===== src/rtl/tvg_pkg.sv =====
// ----------------------------------------------------------------------------
// tvg_pkg
// Shared types, command and result codes for the turtle vector generator.
// ----------------------------------------------------------------------------
package tvg_pkg;

   localparam int DEF_COORD_BITS         = 16;
   localparam int DEF_TRIG_FRACTION_BITS = 16;
   localparam int CMD_QUEUE_DEPTH        = 2;
   localparam int RSP_QUEUE_DEPTH        = 2;

   localparam int RESET_X = 512;
   localparam int RESET_Y = 384;

   localparam logic [9:0] DEG_FULL = 10'd360;

   // operation codes on the request channel
   localparam logic [3:0] OP_FWD      = 4'd0;
   localparam logic [3:0] OP_BACK     = 4'd1;
   localparam logic [3:0] OP_RIGHT    = 4'd2;
   localparam logic [3:0] OP_LEFT     = 4'd3;
   localparam logic [3:0] OP_PEN_UP   = 4'd4;
   localparam logic [3:0] OP_PEN_DOWN = 4'd5;
   localparam logic [3:0] OP_HOME     = 4'd6;
   localparam logic [3:0] OP_CLEAR    = 4'd7;
   localparam logic [3:0] OP_SETXY    = 4'd8;
   localparam logic [3:0] OP_SETH     = 4'd9;
   localparam logic [3:0] OP_COLOR    = 4'd10;
   localparam logic [3:0] OP_WIDTH    = 4'd11;

   // result action codes
   localparam logic [2:0] ACT_NONE  = 3'd0;
   localparam logic [2:0] ACT_LINE  = 3'd1;
   localparam logic [2:0] ACT_CLEAR = 3'd2;
   localparam logic [2:0] ACT_COLOR = 3'd3;
   localparam logic [2:0] ACT_WIDTH = 3'd4;

   // configuration register indexes
   localparam int CSR_INDEX_BITS = 1;
   localparam logic [CSR_INDEX_BITS-1:0] CSR_HOME_X = 1'd0;
   localparam logic [CSR_INDEX_BITS-1:0] CSR_HOME_Y = 1'd1;

   typedef enum logic [3:0] {
      CMD_MOVE,
      CMD_RIGHT,
      CMD_LEFT,
      CMD_PEN_UP,
      CMD_PEN_DOWN,
      CMD_HOME,
      CMD_CLEAR,
      CMD_SETXY,
      CMD_SETH,
      CMD_COLOR,
      CMD_WIDTH,
      CMD_NOP
   } cmd_kind_type;

   typedef struct packed {
      cmd_kind_type       kind;
      logic signed [16:0] travel;
      logic [8:0]         amod;
      logic signed [15:0] set_x;
      logic signed [15:0] set_y;
      logic [23:0]        color;
      logic [14:0]        width;
   } cmd_type;

   typedef struct packed {
      logic [2:0]         action;
      logic signed [15:0] x_start;
      logic signed [15:0] y_start;
      logic signed [15:0] x_end;
      logic signed [15:0] y_end;
      logic [23:0]        color;
      logic [14:0]        width;
      logic [8:0]         heading;
      logic               pen_is_down;
      logic               last;
   } rsp_type;

endpackage


===== src/rtl/tvg_queue.sv =====
// ----------------------------------------------------------------------------
// tvg_queue
// Small synchronous FIFO with full and empty flags.
// ----------------------------------------------------------------------------
module tvg_queue import tvg_pkg::*; #(
   parameter int WIDTH = 8,
   parameter int DEPTH = CMD_QUEUE_DEPTH
) (
   input  logic             clock,
   input  logic             reset,
   input  logic             push,
   input  logic [WIDTH-1:0] push_data,
   output logic             full,
   input  logic             pop,
   output logic [WIDTH-1:0] pop_data,
   output logic             empty
);

   localparam int PTR_BITS = (DEPTH > 1) ? $clog2(DEPTH) : 1;
   localparam int CNT_BITS = $clog2(DEPTH + 1);

   logic [WIDTH-1:0]    mem [DEPTH];
   logic [PTR_BITS-1:0] wr_ptr_ff, wr_ptr_in;
   logic [PTR_BITS-1:0] rd_ptr_ff, rd_ptr_in;
   logic [CNT_BITS-1:0] count_ff, count_in;
   logic                do_push, do_pop;

   assign full     = (count_ff == CNT_BITS'(DEPTH));
   assign empty    = (count_ff == '0);
   assign do_push  = push && !full;
   assign do_pop   = pop && !empty;
   assign pop_data = mem[rd_ptr_ff];

   always_comb begin
      wr_ptr_in = wr_ptr_ff;
      rd_ptr_in = rd_ptr_ff;
      count_in  = count_ff;
      if (do_push) begin
         wr_ptr_in = (wr_ptr_ff == PTR_BITS'(DEPTH - 1)) ? '0 : wr_ptr_ff + 1'b1;
      end
      if (do_pop) begin
         rd_ptr_in = (rd_ptr_ff == PTR_BITS'(DEPTH - 1)) ? '0 : rd_ptr_ff + 1'b1;
      end
      if (do_push && !do_pop) begin
         count_in = count_ff + 1'b1;
      end else if (do_pop && !do_push) begin
         count_in = count_ff - 1'b1;
      end
   end

   always_ff @(posedge clock) begin
      if (reset) begin
         wr_ptr_ff <= '0;
         rd_ptr_ff <= '0;
         count_ff  <= '0;
      end else begin
         wr_ptr_ff <= wr_ptr_in;
         rd_ptr_ff <= rd_ptr_in;
         count_ff  <= count_in;
      end
   end

   always_ff @(posedge clock) begin
      if (do_push) begin
         mem[wr_ptr_ff] <= push_data;
      end
   end

endmodule


===== src/rtl/tvg_front.sv =====
// ----------------------------------------------------------------------------
// tvg_front
// Command decode: classifies the operation, reduces angles modulo 360 and
// packs the fields the back end needs into one command word.
// ----------------------------------------------------------------------------
module tvg_front import tvg_pkg::*; (
   input  logic               req_push,
   input  logic [3:0]         req_operation,
   input  logic signed [15:0] req_amount,
   input  logic signed [15:0] req_y_value,
   input  logic [7:0]         req_red,
   input  logic [7:0]         req_green,
   input  logic [7:0]         req_blue,
   input  logic               cmdq_full,
   output logic               cmdq_push,
   output cmd_type            cmd
);

   // (high byte * 256) mod 360, high byte taken as signed
   logic [8:0] hi_mod [256];

   for (genvar i = 0; i < 256; i++) begin : g_hi_mod
      localparam int HV = (i < 128) ? i : i - 256;
      localparam int MV = ((HV * 256) % 360 + 360) % 360;
      assign hi_mod[i] = 9'(MV);
   end

   logic [9:0]         amod_sum;
   logic [8:0]         amod;
   logic signed [16:0] amount_w;
   logic               amount_pos;

   assign amod_sum   = {1'b0, hi_mod[req_amount[15:8]]} + {2'b00, req_amount[7:0]};
   assign amod       = (amod_sum >= DEG_FULL) ? 9'(amod_sum - DEG_FULL) : amod_sum[8:0];
   assign amount_w   = 17'(req_amount);
   assign amount_pos = !req_amount[15] && (req_amount != '0);
   assign cmdq_push  = req_push && !cmdq_full;

   always_comb begin
      cmd        = '0;
      cmd.kind   = CMD_NOP;
      cmd.travel = (req_operation == OP_BACK) ? -amount_w : amount_w;
      cmd.amod   = amod;
      cmd.set_x  = req_amount;
      cmd.set_y  = req_y_value;
      case (req_operation)
         OP_FWD,
         OP_BACK:     cmd.kind = CMD_MOVE;
         OP_RIGHT:    cmd.kind = CMD_RIGHT;
         OP_LEFT:     cmd.kind = CMD_LEFT;
         OP_PEN_UP:   cmd.kind = CMD_PEN_UP;
         OP_PEN_DOWN: cmd.kind = CMD_PEN_DOWN;
         OP_HOME:     cmd.kind = CMD_HOME;
         OP_CLEAR:    cmd.kind = CMD_CLEAR;
         OP_SETXY:    cmd.kind = CMD_SETXY;
         OP_SETH:     cmd.kind = CMD_SETH;
         OP_COLOR: begin
            cmd.kind  = CMD_COLOR;
            cmd.color = {req_blue, req_green, req_red};
         end
         OP_WIDTH: begin
            cmd.kind  = CMD_WIDTH;
            cmd.width = amount_pos ? req_amount[14:0] : 15'd1;
         end
         default:     cmd.kind = CMD_NOP;
      endcase
   end

endmodule


===== src/rtl/tvg_back.sv =====
// ----------------------------------------------------------------------------
// tvg_back
// Execution: heading, pen and trig products in the first stage, position
// update and result generation in the commit stage.
// ----------------------------------------------------------------------------
module tvg_back import tvg_pkg::*; #(
   parameter int COORD_BITS         = DEF_COORD_BITS,
   parameter int TRIG_FRACTION_BITS = DEF_TRIG_FRACTION_BITS
) (
   input  logic                      clock,
   input  logic                      reset,
   input  logic                      cmdq_empty,
   input  cmd_type                   cmd,
   output logic                      cmdq_pop,
   input  logic                      rspq_full,
   output logic                      rspq_push,
   output rsp_type                   rsp,
   input  logic                      csr_write,
   input  logic [CSR_INDEX_BITS-1:0] csr_index,
   input  logic signed [15:0]        csr_data
);

   localparam int F  = TRIG_FRACTION_BITS;
   localparam int TW = F + 1;
   localparam int PW = F + 19;
   localparam int PB = (COORD_BITS > 11) ? COORD_BITS : 11;
   localparam int SW = ((PB > 16) ? PB : 16) + 2;
   localparam int SINE_ENTRIES = 91;
   localparam logic [63:0] PI_Q60 = 64'h3243F6A8885A308D;
   localparam logic [9:0]  DEG_QUARTER = 10'd90;

   localparam logic signed [SW-1:0] SAT_HI = SW'((64'sd1 <<< (COORD_BITS - 1)) - 64'sd1);
   localparam logic signed [SW-1:0] SAT_LO = -SAT_HI - SW'(1);
   localparam logic signed [PW-1:0] RND    = PW'((64'sd1 <<< F) - 64'sd1);

   localparam logic [1:0] POS_KEEP = 2'd0;
   localparam logic [1:0] POS_STEP = 2'd1;
   localparam logic [1:0] POS_SET  = 2'd2;
   localparam logic [1:0] POS_HOME = 2'd3;

   localparam logic PHASE_FIRST  = 1'b0;
   localparam logic PHASE_SECOND = 1'b1;

   typedef struct packed {
      logic       neg;
      logic [6:0] idx;
   } trig_sel_type;

   typedef struct packed {
      logic [2:0]         act;
      logic               dual;
      logic [1:0]         pos_kind;
      logic signed [PW-1:0] prod_x;
      logic signed [PW-1:0] prod_y;
      logic signed [15:0] set_x;
      logic signed [15:0] set_y;
      logic [23:0]        color;
      logic [14:0]        width;
      logic [8:0]         head_old;
      logic [8:0]         head_new;
      logic               pen_old;
      logic               pen_new;
   } exec_rec_type;

   // (a*b) >> 60 on 64-bit words
   function automatic logic [63:0] mul_q60(input logic [63:0] a, input logic [63:0] b);
      logic [63:0] ah, al, bh, bl, lo, mid, hi, t, low64, high;
      ah    = a >> 32;
      al    = {32'd0, a[31:0]};
      bh    = b >> 32;
      bl    = {32'd0, b[31:0]};
      lo    = al * bl;
      mid   = ah * bl + al * bh;
      hi    = ah * bh;
      t     = (lo >> 32) + {32'd0, mid[31:0]};
      low64 = {t[31:0], lo[31:0]};
      high  = hi + (mid >> 32) + (t >> 32);
      return (high << 4) | (low64 >> 60);
   endfunction

   // sine of a whole degree by Taylor series, rounded half up
   function automatic logic [63:0] quarter_sine(input int deg, input int frac);
      logic [63:0] step, x, x2, term, sum;
      step = PI_Q60 / 64'd180;
      x    = step * 64'(deg);
      x2   = mul_q60(x, x);
      term = x;
      sum  = x;
      for (int k = 1; k < 20; k++) begin
         term = mul_q60(term, x2) / 64'((2 * k) * (2 * k + 1));
         if ((k % 2) == 1) sum = sum - term;
         else              sum = sum + term;
      end
      return (sum + (64'd1 << (59 - frac))) >> (60 - frac);
   endfunction

   function automatic trig_sel_type sine_select(input logic [8:0] h);
      trig_sel_type s;
      if (h <= 9'd90) begin
         s.neg = 1'b0;
         s.idx = h[6:0];
      end else if (h <= 9'd180) begin
         s.neg = 1'b0;
         s.idx = 7'(9'd180 - h);
      end else if (h <= 9'd270) begin
         s.neg = 1'b1;
         s.idx = 7'(h - 9'd180);
      end else begin
         s.neg = 1'b1;
         s.idx = 7'(9'd360 - h);
      end
      return s;
   endfunction

   function automatic logic signed [PB-1:0] sat_coord(input logic signed [SW-1:0] v);
      if (v > SAT_HI) return PB'(SAT_HI);
      if (v < SAT_LO) return PB'(SAT_LO);
      return PB'(v);
   endfunction

   logic [TW-1:0] sine_rom [SINE_ENTRIES];

   for (genvar d = 0; d < SINE_ENTRIES; d++) begin : g_sine
      localparam logic [TW-1:0] SV = TW'(quarter_sine(d, F));
      assign sine_rom[d] = SV;
   end

   // ---------------- state ----------------
   logic signed [15:0]   home_x_ff, home_x_in;
   logic signed [15:0]   home_y_ff, home_y_in;
   logic [8:0]           heading_ff, heading_in;
   logic                 pen_ff, pen_in;
   logic signed [PB-1:0] pos_x_ff, pos_x_in;
   logic signed [PB-1:0] pos_y_ff, pos_y_in;
   logic                 b_valid_ff, b_valid_in;
   exec_rec_type         b_rec_ff, b_rec_in;
   logic                 phase_ff, phase_in;

   // ---------------- execute stage ----------------
   logic [9:0]           hc_sum, r_sum, l_diff;
   logic [8:0]           head_cos, r_head, l_head;
   trig_sel_type         sin_sel, cos_sel;
   logic signed [F+1:0]  sin_mag, cos_mag, sin_v, cos_v;
   logic signed [PW-1:0] prod_x, prod_y;
   logic [2:0]           line_act;
   exec_rec_type         rec;

   assign hc_sum   = {1'b0, heading_ff} + DEG_QUARTER;
   assign head_cos = (hc_sum >= DEG_FULL) ? 9'(hc_sum - DEG_FULL) : hc_sum[8:0];
   assign sin_sel  = sine_select(heading_ff);
   assign cos_sel  = sine_select(head_cos);
   assign sin_mag  = $signed({1'b0, sine_rom[sin_sel.idx]});
   assign cos_mag  = $signed({1'b0, sine_rom[cos_sel.idx]});
   assign sin_v    = sin_sel.neg ? -sin_mag : sin_mag;
   assign cos_v    = cos_sel.neg ? -cos_mag : cos_mag;
   assign prod_x   = $signed(cmd.travel) * cos_v;
   assign prod_y   = $signed(cmd.travel) * sin_v;

   assign r_sum    = {1'b0, heading_ff} + {1'b0, cmd.amod};
   assign r_head   = (r_sum >= DEG_FULL) ? 9'(r_sum - DEG_FULL) : r_sum[8:0];
   assign l_diff   = {1'b0, heading_ff} - {1'b0, cmd.amod};
   assign l_head   = l_diff[9] ? 9'(l_diff + DEG_FULL) : l_diff[8:0];
   assign line_act = pen_ff ? ACT_LINE : ACT_NONE;

   always_comb begin
      rec          = '0;
      rec.act      = ACT_NONE;
      rec.pos_kind = POS_KEEP;
      rec.prod_x   = prod_x;
      rec.prod_y   = prod_y;
      rec.set_x    = cmd.set_x;
      rec.set_y    = cmd.set_y;
      rec.color    = cmd.color;
      rec.width    = cmd.width;
      rec.head_old = heading_ff;
      rec.head_new = heading_ff;
      rec.pen_old  = pen_ff;
      rec.pen_new  = pen_ff;
      case (cmd.kind)
         CMD_MOVE: begin
            rec.act      = line_act;
            rec.pos_kind = POS_STEP;
         end
         CMD_RIGHT:    rec.head_new = r_head;
         CMD_LEFT:     rec.head_new = l_head;
         CMD_PEN_UP:   rec.pen_new  = 1'b0;
         CMD_PEN_DOWN: rec.pen_new  = 1'b1;
         CMD_HOME: begin
            rec.act      = line_act;
            rec.pos_kind = POS_HOME;
            rec.head_new = '0;
         end
         CMD_CLEAR: begin
            rec.dual     = 1'b1;
            rec.act      = line_act;
            rec.pos_kind = POS_HOME;
            rec.head_new = '0;
            rec.pen_new  = 1'b1;
         end
         CMD_SETXY: begin
            rec.act      = line_act;
            rec.pos_kind = POS_SET;
         end
         CMD_SETH:     rec.head_new = cmd.amod;
         CMD_COLOR:    rec.act      = ACT_COLOR;
         CMD_WIDTH:    rec.act      = ACT_WIDTH;
         default:      rec.act      = ACT_NONE;
      endcase
   end

   // ---------------- commit stage ----------------
   logic                 b_first, b_done;
   logic signed [PW-1:0] px_b, py_b;
   logic signed [SW-1:0] step_x, step_y, pos_x_w, pos_y_w;
   logic signed [PB-1:0] new_x, new_y;
   logic signed [SW-1:0] new_x_w, new_y_w;

   assign b_first   = b_rec_ff.dual && (phase_ff == PHASE_FIRST);
   assign rspq_push = b_valid_ff && !rspq_full;
   assign b_done    = rspq_push && !b_first;
   assign cmdq_pop  = !cmdq_empty && (!b_valid_ff || b_done);

   // truncate toward zero: bias negative products before the shift
   assign px_b    = b_rec_ff.prod_x + (b_rec_ff.prod_x[PW-1] ? RND : '0);
   assign py_b    = b_rec_ff.prod_y + (b_rec_ff.prod_y[PW-1] ? RND : '0);
   assign step_x  = SW'($signed(px_b[PW-1:F]));
   assign step_y  = SW'($signed(py_b[PW-1:F]));
   assign pos_x_w = SW'(pos_x_ff);
   assign pos_y_w = SW'(pos_y_ff);

   always_comb begin
      case (b_rec_ff.pos_kind)
         POS_STEP: begin
            new_x = sat_coord(pos_x_w + step_x);
            new_y = sat_coord(pos_y_w + step_y);
         end
         POS_SET: begin
            new_x = sat_coord(SW'($signed(b_rec_ff.set_x)));
            new_y = sat_coord(SW'($signed(b_rec_ff.set_y)));
         end
         POS_HOME: begin
            new_x = sat_coord(SW'(home_x_ff));
            new_y = sat_coord(SW'(home_y_ff));
         end
         default: begin
            new_x = pos_x_ff;
            new_y = pos_y_ff;
         end
      endcase
   end

   assign new_x_w = SW'(new_x);
   assign new_y_w = SW'(new_y);

   always_comb begin
      rsp             = '0;
      rsp.x_start     = pos_x_w[15:0];
      rsp.y_start     = pos_y_w[15:0];
      rsp.color       = b_rec_ff.color;
      rsp.width       = b_rec_ff.width;
      if (b_first) begin
         rsp.action      = ACT_CLEAR;
         rsp.x_end       = pos_x_w[15:0];
         rsp.y_end       = pos_y_w[15:0];
         rsp.heading     = b_rec_ff.head_old;
         rsp.pen_is_down = b_rec_ff.pen_old;
         rsp.last        = 1'b0;
      end else begin
         rsp.action      = b_rec_ff.act;
         rsp.x_end       = new_x_w[15:0];
         rsp.y_end       = new_y_w[15:0];
         rsp.heading     = b_rec_ff.head_new;
         rsp.pen_is_down = b_rec_ff.pen_new;
         rsp.last        = 1'b1;
      end
   end

   // ---------------- next state ----------------
   always_comb begin
      home_x_in = home_x_ff;
      home_y_in = home_y_ff;
      if (csr_write) begin
         case (csr_index)
            CSR_HOME_X: home_x_in = csr_data;
            CSR_HOME_Y: home_y_in = csr_data;
            default: begin
            end
         endcase
      end
   end

   always_comb begin
      heading_in = cmdq_pop ? rec.head_new : heading_ff;
      pen_in     = cmdq_pop ? rec.pen_new : pen_ff;
      b_rec_in   = cmdq_pop ? rec : b_rec_ff;
      b_valid_in = cmdq_pop ? 1'b1 : (b_done ? 1'b0 : b_valid_ff);
      pos_x_in   = b_done ? new_x : pos_x_ff;
      pos_y_in   = b_done ? new_y : pos_y_ff;
      phase_in   = phase_ff;
      if (b_done) begin
         phase_in = PHASE_FIRST;
      end else if (rspq_push && b_first) begin
         phase_in = PHASE_SECOND;
      end
   end

   always_ff @(posedge clock) begin
      if (reset) begin
         home_x_ff  <= 16'(RESET_X);
         home_y_ff  <= 16'(RESET_Y);
         heading_ff <= '0;
         pen_ff     <= 1'b1;
         pos_x_ff   <= PB'(RESET_X);
         pos_y_ff   <= PB'(RESET_Y);
         b_valid_ff <= 1'b0;
         phase_ff   <= PHASE_FIRST;
      end else begin
         home_x_ff  <= home_x_in;
         home_y_ff  <= home_y_in;
         heading_ff <= heading_in;
         pen_ff     <= pen_in;
         pos_x_ff   <= pos_x_in;
         pos_y_ff   <= pos_y_in;
         b_valid_ff <= b_valid_in;
         phase_ff   <= phase_in;
      end
   end

   always_ff @(posedge clock) begin
      b_rec_ff <= b_rec_in;
   end

endmodule


===== src/rtl/turtle_vector_generator.sv =====
// ----------------------------------------------------------------------------
// turtle_vector_generator
// Turtle-graphics engine: turns turtle commands into line, clear, colour and
// width results.
// ----------------------------------------------------------------------------
// Usage:
//   Request side is a queue input: drive req_* and req_push; a command is
//   taken on a clock edge with req_push high and req_full low.
//   Result side is a queue output: while rsp_empty is low the oldest result
//   sits on rsp_*; it is taken on an edge with rsp_pop high.
//   csr_write loads home_x (index 0) or home_y (index 1) from csr_data;
//   write them only while no command is in flight.
//   Each command passes the command queue, the commit-stage register and
//   the result queue. Throughput: one command per cycle while the result
//   queue has room; a clear holds the commit stage for both of its results,
//   as the commit stage writes one result per cycle into the result queue.
//   A two-entry command queue sits between decode and execution and a
//   two-entry result queue behind the commit stage, so a stalled receiver
//   first fills the result queue, then the pipeline, then the command queue
//   before req_full rises; nothing is dropped.
//   Synchronous reset empties both queues and returns the turtle to
//   (512, 384), heading 0, pen down, with home registers at 512 and 384.
// ----------------------------------------------------------------------------
module turtle_vector_generator import tvg_pkg::*; #(
   parameter int COORD_BITS         = DEF_COORD_BITS,
   parameter int TRIG_FRACTION_BITS = DEF_TRIG_FRACTION_BITS
) (
   input  logic                      clock,
   input  logic                      reset,
   input  logic                      req_push,
   output logic                      req_full,
   input  logic [3:0]                req_operation,
   input  logic signed [15:0]        req_amount,
   input  logic signed [15:0]        req_y_value,
   input  logic [7:0]                req_red,
   input  logic [7:0]                req_green,
   input  logic [7:0]                req_blue,
   output logic                      rsp_empty,
   input  logic                      rsp_pop,
   output logic [2:0]                rsp_action,
   output logic signed [15:0]        rsp_x_start,
   output logic signed [15:0]        rsp_y_start,
   output logic signed [15:0]        rsp_x_end,
   output logic signed [15:0]        rsp_y_end,
   output logic [23:0]               rsp_color,
   output logic [14:0]               rsp_width,
   output logic [8:0]                rsp_heading,
   output logic                      rsp_pen_is_down,
   output logic                      rsp_last,
   input  logic                      csr_write,
   input  logic [CSR_INDEX_BITS-1:0] csr_index,
   input  logic signed [15:0]        csr_data
);

   localparam int CMD_W = $bits(cmd_type);
   localparam int RSP_W = $bits(rsp_type);

   logic    cmdq_push, cmdq_full, cmdq_pop, cmdq_empty;
   cmd_type cmd_front, cmd_back;
   logic    rspq_push, rspq_full;
   rsp_type rsp_back, rsp_out;

   tvg_front u_front (
      .req_push      (req_push),
      .req_operation (req_operation),
      .req_amount    (req_amount),
      .req_y_value   (req_y_value),
      .req_red       (req_red),
      .req_green     (req_green),
      .req_blue      (req_blue),
      .cmdq_full     (cmdq_full),
      .cmdq_push     (cmdq_push),
      .cmd           (cmd_front)
   );

   tvg_queue #(
      .WIDTH (CMD_W),
      .DEPTH (CMD_QUEUE_DEPTH)
   ) u_cmd_queue (
      .clock     (clock),
      .reset     (reset),
      .push      (cmdq_push),
      .push_data (cmd_front),
      .full      (cmdq_full),
      .pop       (cmdq_pop),
      .pop_data  (cmd_back),
      .empty     (cmdq_empty)
   );

   tvg_back #(
      .COORD_BITS         (COORD_BITS),
      .TRIG_FRACTION_BITS (TRIG_FRACTION_BITS)
   ) u_back (
      .clock      (clock),
      .reset      (reset),
      .cmdq_empty (cmdq_empty),
      .cmd        (cmd_back),
      .cmdq_pop   (cmdq_pop),
      .rspq_full  (rspq_full),
      .rspq_push  (rspq_push),
      .rsp        (rsp_back),
      .csr_write  (csr_write),
      .csr_index  (csr_index),
      .csr_data   (csr_data)
   );

   tvg_queue #(
      .WIDTH (RSP_W),
      .DEPTH (RSP_QUEUE_DEPTH)
   ) u_rsp_queue (
      .clock     (clock),
      .reset     (reset),
      .push      (rspq_push),
      .push_data (rsp_back),
      .full      (rspq_full),
      .pop       (rsp_pop),
      .pop_data  (rsp_out),
      .empty     (rsp_empty)
   );

   assign req_full        = cmdq_full;
   assign rsp_action      = rsp_out.action;
   assign rsp_x_start     = rsp_out.x_start;
   assign rsp_y_start     = rsp_out.y_start;
   assign rsp_x_end       = rsp_out.x_end;
   assign rsp_y_end       = rsp_out.y_end;
   assign rsp_color       = rsp_out.color;
   assign rsp_width       = rsp_out.width;
   assign rsp_heading     = rsp_out.heading;
   assign rsp_pen_is_down = rsp_out.pen_is_down;
   assign rsp_last        = rsp_out.last;

endmodule


===== config.mk =====
export PLATFORM = sky130hd
export DESIGN_NAME = turtle_vector_generator
export DESIGN_NICKNAME = d
export VERILOG_FILES = /design/src/rtl/tvg_pkg.sv /design/src/rtl/tvg_queue.sv /design/src/rtl/tvg_front.sv /design/src/rtl/tvg_back.sv /design/src/rtl/turtle_vector_generator.sv
export SDC_FILE = /design/constraint.sdc
export NUM_CORES = 2
export LEC_CHECK = 0
export ABC_AREA = 1
export BUFFER_PORTS_ARGS = -buffer_cell sky130_fd_sc_hd__clkbuf_2
export CORE_UTILIZATION = 60
export CTS_BUF_LIST = sky130_fd_sc_hd__clkbuf_16
export DETAILED_ROUTE_END_ITERATION = 6
export GPL_ROUTABILITY_DRIVEN = 0
export PLACE_DENSITY = 0.77
export SETUP_SLACK_MARGIN = 0.15
export SLEW_MARGIN = 20
export SYNTH_ARGS = -nofsm -noshare
export SYNTH_HDL_FRONTEND = slang
export SYNTH_SLANG_ARGS = --single-unit

===== constraint.sdc =====
create_clock -name clock -period 17.41 [get_ports clock]
set_clock_uncertainty 0.05 [all_clocks]
set_input_delay 1.741 -clock clock [delete_from_list [all_inputs] [get_ports clock]]
set_output_delay 1.741 -clock clock [all_outputs]
set_load 0.005 [all_outputs]

After elaboration in Yosys (flattened, before gate mapping):

Memories as Yosys holds them, arrays and structs flattened. A register that Yosys moved wholly into a read port is not among the register bits.
Index checks and enable logic that the tools add are counted.

* register bits: 251
* memory bits (writable): 436
* bits in read-only memories: 6656
* bits of input ports: 82
* output and inout port bits: 119
* word-level logic and storage cells: 268
* memories kept: 5

* add/subtract/negate cells: 29
* $mul: 2
* $lt $le $gt $ge: 24
* eq/ne operators: 26
* multiplexer cells: 108
* bitwise operators: 5
* reduce and logical (&&, ||, !) cells: 42

Memory list
* (no name shown): depth 256, bits a word 9, rd ports 1, clocked after Yosys merged registers in 0, wr ports 0, RTL line tvg_front.sv:33 `assign amod_sum = {1'b0, hi_mod[req_amount[15:8]]} + {2'b00, req_amount[7:0]};`
* (no name shown): depth 128, bits a word 17, rd ports 1, clocked after Yosys merged registers in 0, wr ports 0, RTL line tvg_back.sv:152 `assign sin_mag = $signed({1'b0, sine_rom[sin_sel.idx]});`
* (no name shown): depth 128, bits a word 17, rd ports 1, clocked after Yosys merged registers in 0, wr ports 0, RTL line tvg_back.sv:153 `assign cos_mag = $signed({1'b0, sine_rom[cos_sel.idx]});`
* u_rsp_queue.mem: depth 2, bits a word 117, rd ports 1, clocked after Yosys merged registers in 1, wr ports 1, RTL line tvg_queue.sv:22 `logic [WIDTH-1:0] mem [DEPTH];`
* u_cmd_queue.mem: depth 2, bits a word 101, rd ports 1, clocked after Yosys merged registers in 1, wr ports 1, RTL line tvg_queue.sv:22

Operators with widths (number)
* $mux 16: 26
* $pmux 16 s3: 2
* $mux 17: 5
* $mul 17x18->35: 2
* $add 34x34->34: 2
* $gt 16x16->1 const B: 4
* $lt 16x16->1 const B: 4
* $mux 9: 6
* $mux 1: 46
* $pmux 4 s11: 1
* $add 16x18->18: 2
* $gt 18x16->1 const B: 2
* $lt 18x16->1 const B: 2
* $mux 18: 2
* $neg 17->18: 2
* $pmux 9 s4: 1
* $eq 4x3->1 const B: 8
* $mux 32: 1
* $mux 8: 4
* $ge 10x9->1 const B: 3
* $mux 15: 2
* $eq 4x4->1 const B: 7
* $sub 9x9->9 const B: 3
* $mux 24: 1
* 41 further kinds: 98

Longest topological paths before layout:

* depth in word-level cells: 14
* depth in mapped cells: 75
* gate-level depth less buffers: 73

By module:

From an unflattened synthesis, not the netlist that was laid out.

* cell total of the unflattened synthesis: 6742
* area total of the unflattened synthesis: 61880.6 um^2

By module, submodules not included
* tvg_back: instances 1, cells an instance 5347, area an instance 41816.4 um^2, seq. area each 6536.3 um^2
* tvg_queue at u_rsp_queue: instances 1, cells an instance 401, area an instance 8795.9 um^2, seq. area each 7126.8 um^2
* tvg_queue at u_cmd_queue: instances 1, cells an instance 351, area an instance 7983.9 um^2, seq. area each 6165.9 um^2
* tvg_front: instances 1, cells an instance 643, area an instance 3284.4 um^2, seq. area each 0.0 um^2

Worst setup path before layout:

No wires, ideal clock.

* path type: register to register
* start point: register u_rsp_queue.count_ff[0]
* end point: register u_cmd_queue.count_ff[1]
* setup time: 0.122 ns
* arrival: 12.934 ns
* data required time: 17.238 ns
* setup slack: 4.304 ns
* cell stages (with the launch flop): 14
* path buffers: 1
* period minus slack after synthesis: 13.106 ns
* path through: dfxtp_1 -> inv_1 -> a21oi_1 -> inv_1 -> nor2_1 -> nor2_1 -> a21oi_1 -> clkinv_1 -> clkbuf_1 -> ha_1 -> a21oi_1 -> o21ai_0 -> o21ai_0 -> a21oi_1

* word-level cells in the longest chain between the ends: 10
* elaborated cells between the ends (all ways): 12
* classes of those cells: eq/ne: 1; mux: 1; reduce/logical: 10

Ends and longest elaborated chain
* start: declaration: RTL line tvg_queue.sv:25 `logic [CNT_BITS-1:0] count_ff, count_in;`
* start signal: assignment: RTL line tvg_queue.sv:59 `count_ff <= count_in;`
* $eq 2x2->1 (*): RTL line tvg_queue.sv:28 `assign full = (count_ff == CNT_BITS'(DEPTH));`
* $logic_not 1->1 (*): RTL line tvg_back.sv:219 `assign rspq_push = b_valid_ff && !rspq_full;`
* $logic_and 1x1->1 (*): RTL line tvg_back.sv:219
* $logic_and 1x1->1 (*): RTL line tvg_back.sv:220 `assign b_done = rspq_push && !b_first;`
* $logic_or 1x1->1 (*): RTL line tvg_back.sv:221 `assign cmdq_pop = !cmdq_empty && (!b_valid_ff || b_done);`
* $logic_and 1x1->1 (*): RTL line tvg_back.sv:221
* net cmdq_pop: RTL line turtle_vector_generator.sv:58 `logic cmdq_push, cmdq_full, cmdq_pop, cmdq_empty;`
* $logic_and 1x1->1 (*): RTL line tvg_queue.sv:31 `assign do_pop = pop && !empty;`
* $logic_not 1->1: RTL line tvg_queue.sv:44 `if (do_push && !do_pop) begin`
* $logic_and 1x1->1: RTL line tvg_queue.sv:44
* $mux 2 or $reduce_bool 2->1 (tied branches)
* end signal: assignment: RTL line tvg_queue.sv:59
* end: declaration: RTL line tvg_queue.sv:25

Mark *: on every way through the listed nets, which the timed path passes. The rest lies on a longest branch.
A chain may end at the register's enable or synchronous reset.

Worst setup path after layout:

* start point: register u_back.heading_ff[1]
* end point: register u_back.b_rec_ff[125] in the netlist's numbering (data pin)

* word-level cells in the longest chain between the ends: 11
* elaborated cells between the ends (all ways): 16
* classes of those cells: add/sub: 4; mul: 1; order compare: 3; mux: 6; bitwise: 1; memory: 1

Ends and longest elaborated chain
* start: declaration: RTL line tvg_back.sv:131 `logic [8:0] heading_ff, heading_in;`
* start signal: assignment: RTL line tvg_back.sv:320 `heading_ff <= heading_in;`
* $le 9x9->1 (tied with other cells): RTL line tvg_back.sv:105 `end else if (h <= 9'd270) begin`
* $mux 7: RTL line tvg_back.sv:105
* $mux 8: RTL line tvg_back.sv:102 `end else if (h <= 9'd180) begin`
* $mux 8 (*): RTL line tvg_back.sv:99 `if (h <= 9'd90) begin`
* $not 7->8 (not written as such): RTL line tvg_back.sv:152
* $mem_v2 128x17
* $mux 17 (not written as such) (2 in a row): RTL line tvg_back.sv:152
* $neg 17->18: RTL line tvg_back.sv:154 `assign sin_v = sin_sel.neg ? -sin_mag : sin_mag;`
* $mux 18 (*): RTL line tvg_back.sv:154
* $mul 17x18->35 (*): RTL line tvg_back.sv:157 `assign prod_y = $signed(cmd.travel) * sin_v;`
* net u_back.prod_y[34]: RTL line tvg_back.sv:144 `logic signed [PW-1:0] prod_x, prod_y;`
* end signal: assignment: RTL line tvg_back.sv:330 `b_rec_ff <= b_rec_in;`
* end: declaration: RTL line tvg_back.sv:136 `exec_rec_type b_rec_ff, b_rec_in;`

Mark *: on every way through the listed nets, which the timed path passes. The rest lies on a longest branch. The select of a mux whose other input is x is not followed.

==> out/qor.yml <==
timing:
  fin_crit_sh: 0.794
  maxSlewViolCount: 0
  hold_viol_final: 0
  fmax_mhz: 72.3
  timing.setup.tns_ps: 0
  fin_ws_ps: 3580
  worstMarginPinSlew_ps: 1190
  whs_ps: 392
  relSlewSlack: 0.208
  rsz0062_at_grt: "false"
  setup_viol: 0
  fin_crit_ps: 13830
floorplanning:
  chipWidth_um: 318
  dieArea_um2: 101000
  ios: 201
  die_y_um: 318
  row_count: 115
  coreArea_um2: 98700
  initial_utilization: 0.607
setup_path:
  worst_r2r_endpoint: "u_back.b_rec_ff[125]"
  cp.arrival_ps: 14120
  r2r_cells: 52
  critical_path.max_fanout: 27
  crit_required_ps: 17700
  worstSetupPathType: "flip-flop to flip-flop"
  r2r_slack_ps: 3580
  max_stage_delay_ps: 880
  crit_top_cell: "inv_1"
  cp-end-kind: "flip-flop"
  slowest_stage: "and2_1"
  cp-start-kind: "flip-flop"
  r2r_start: "u_back.heading_ff[1]"
  startpoint: "u_back.heading_ff[1]"
  crit_end: "u_back.b_rec_ff[125]"
clock_network:
  ctsResizeCount: 0
  clock-sinks: 681
  ctsHoldBuffers: 0
  cts_tree: "built"
  clock-root-buffer: "clkbuf_16"
  cts_buffer_depth: 3
  clkTransAtPathRegs_ps: 60
  cts_made_buffers: 70
  h-tree-depth: 3
  insertion_delay_ps: 680
  post_cts_buffers: 0
yosys:
  synth_fp_nets: 7641
  ys_async_sr_fraction: 0
  synth_area_um2: 59900
  synth_warnings: 0
  yosysSeqAreaShare: 0.327
  postSynthCellCount: 6613
  synth_edf_count: 595
  avgSynthCellArea_um2: 9.06
  yosysUniqueCellTypes: 65
  ys.flop_type: "edfxtp_1"
  synth-seq-cells: 681
min_path:
  hold_path_depth: 0
  hold_start: "u_back.rsp[47]"
  hold_class: "flip-flop to flip-flop"
job:
  drv_cap: 0
grt:
  grt_max_degree: 175
  grt_pass1_vias: 47700
  grt_pass1_wl_mm: 257
  grt_usage: 0.322
  grt_overflow: 0
  antenna_found_initial: 5
final_layout:
  final_common_cell: "nand2_1"
  final_area_um2: 64600
  layout.cells.most_common_list: "nand2_1, inv_1, nor2_1"
  area_growth_pct: 7.80
  fin_nets: 7763
  drive_above_1_share: 0.106
routing:
  ant_nets: 0
  via_per_inst: 5.92
  dr.pass1.iters: 7
  drt-initial-drc-count: 5647
  wl_per_cell_um: 20.1
  num_vias: 47900
  route.detailed.drc: 34
  wl_mm: 163
outcome:
  violations: "design-rule violations"
  status: "finished with violations"
placement:
  dpl_cell_area_um2: 62100
  place_ws_ps: 3980
  port_buffers: 200
  dp_hpwl_mm: 121
[synth_stat cells (all sizes together) (2+ instances only)]
master   number  area [um2]
nor2b         2        12.5
nand2      1258        4920
o311ai        4        35.0
dfxtp        86        1720
nor4          6        37.5
a21oi       257        1290
inv        1185        4460
o221ai       11        96.3
o41ai         5        43.8
buf          53         327
a21o          7        52.6
o2111ai      13         114
o21ai       293        1470
mux2        185        2080
a22oi         4        30.0
a221oi       33         289
a31oi        22         138
a211oi       16         120
o211ai       61         458
nand3       316        1630
o21a          3        22.5
o31ai        12        90.1
clkbuf      152         571
nor2        732        2830
edfxtp      595       17900
nor3         29         150
o22ai        11        68.8
or2          27         169
fa          627       12600
nand4        43         269
and2          2        12.5
o32ai         2        17.5
nand3b        5        41.3
a2111oi       2        17.5
ha          319        3990
a22o          4        35.0
xnor2        47         412
a311oi        2        17.5
o21bai       18         135
clkinv       25        93.8
a41oi         3        26.3
a21boi        3        22.5
xor2        126        1100
[critical path: cells and delay by family, from the launching register on]
| kind | cells | cell delay [ps] |
|---|---|---|
| XOR/XNOR | 2 | 930 |
| adder cells (fa/ha/maj) | 10 | 3480 |
| AO/OA/AOI/OAI | 11 | 2260 |
| AND/OR/NAND/NOR | 18 | 3750 |
| flip-flops | 1 | 640 |
| buffers and inverters | 11 | 2410 |
[registers in the layout (all words and copies together) (netlist names), named ones only]
register and count:
u_back.rsp 39, u_back.pos_y_ff 16, u_back.home_y_ff 16, u_back.pos_x_ff 16, u_cmd_queue.wr_ptr_ff 1, u_cmd_queue.rd_ptr_ff 1
u_rsp_queue.rd_ptr_ff 1, u_rsp_queue.count_ff 2, u_back.phase_ff 1, u_back.home_x_ff 16, u_back.b_valid_ff 1, u_back.pen_ff 1
u_cmd_queue.mem 194, u_cmd_queue.count_ff 2, u_back.b_rec_ff 128, u_back.heading_ff 9, u_rsp_queue.mem 234, u_rsp_queue.wr_ptr_ff 1
[final cells by class]
class,instances,area [um2]
clock buffer,70,1750
multi-input combinational,4517,35000
inverter,1210,4550
sequential,681,19600
fill,7714,34100
tap,1287,1610
antenna,2,5.00
timing repair buffer,255,1430
clock inverter,59,667
[routing by layer]
layer | vias up | global-route usage | wire length, um
li1 | 21500 | - | -
met1 | 22800 | 0.417 | 61600
met2 | 2888 | 0.514 | 73400
met3 | 691 | 0.0622 | 17200
met4 | 4 | 0.176 | 10400
met5 | - | 0 | 27
[per-stage QoR]
step / utilization / cells
after global placement: 0.629 / 7950
after CTS: 0.654 / 8079
after global routing: 0.654 / 8079
after detailed placement: 0.629 / 7950
after floorplan: - / 6613
final: 0.654 / 8081
[cell families (layout without fill, tap and decap cells)]
group	count (synthesis)	count (layout)	synth area share
buffers and inverters	1415	1594	0.0909
DFF	681	681	0.327
other	0	2	0
xor gates and xnor gates	173	173	0.0253
and+or+nand+nor	2423	2423	0.169
muxes	186	186	0.0349
adders and majority gates	946	946	0.276
AOI/OAI and AO/OA	789	789	0.0771
[worst min-delay path by stage]
stage,to,slack (ps)
after floorplan,u_rsp_queue.mem[0][11],370
after global placement,u_rsp_queue.mem[1][49],370
after detailed placement,u_rsp_queue.mem[0][14],380
after CTS,u_rsp_queue.mem[1][14],400
after global routing,u_rsp_queue.mem[1][26],400
final,u_rsp_queue.mem[0][47],390
Power is left out: the tool's default activity adds up to more than one toggle a clock period on the data nets, which glitch-free logic cannot reach.
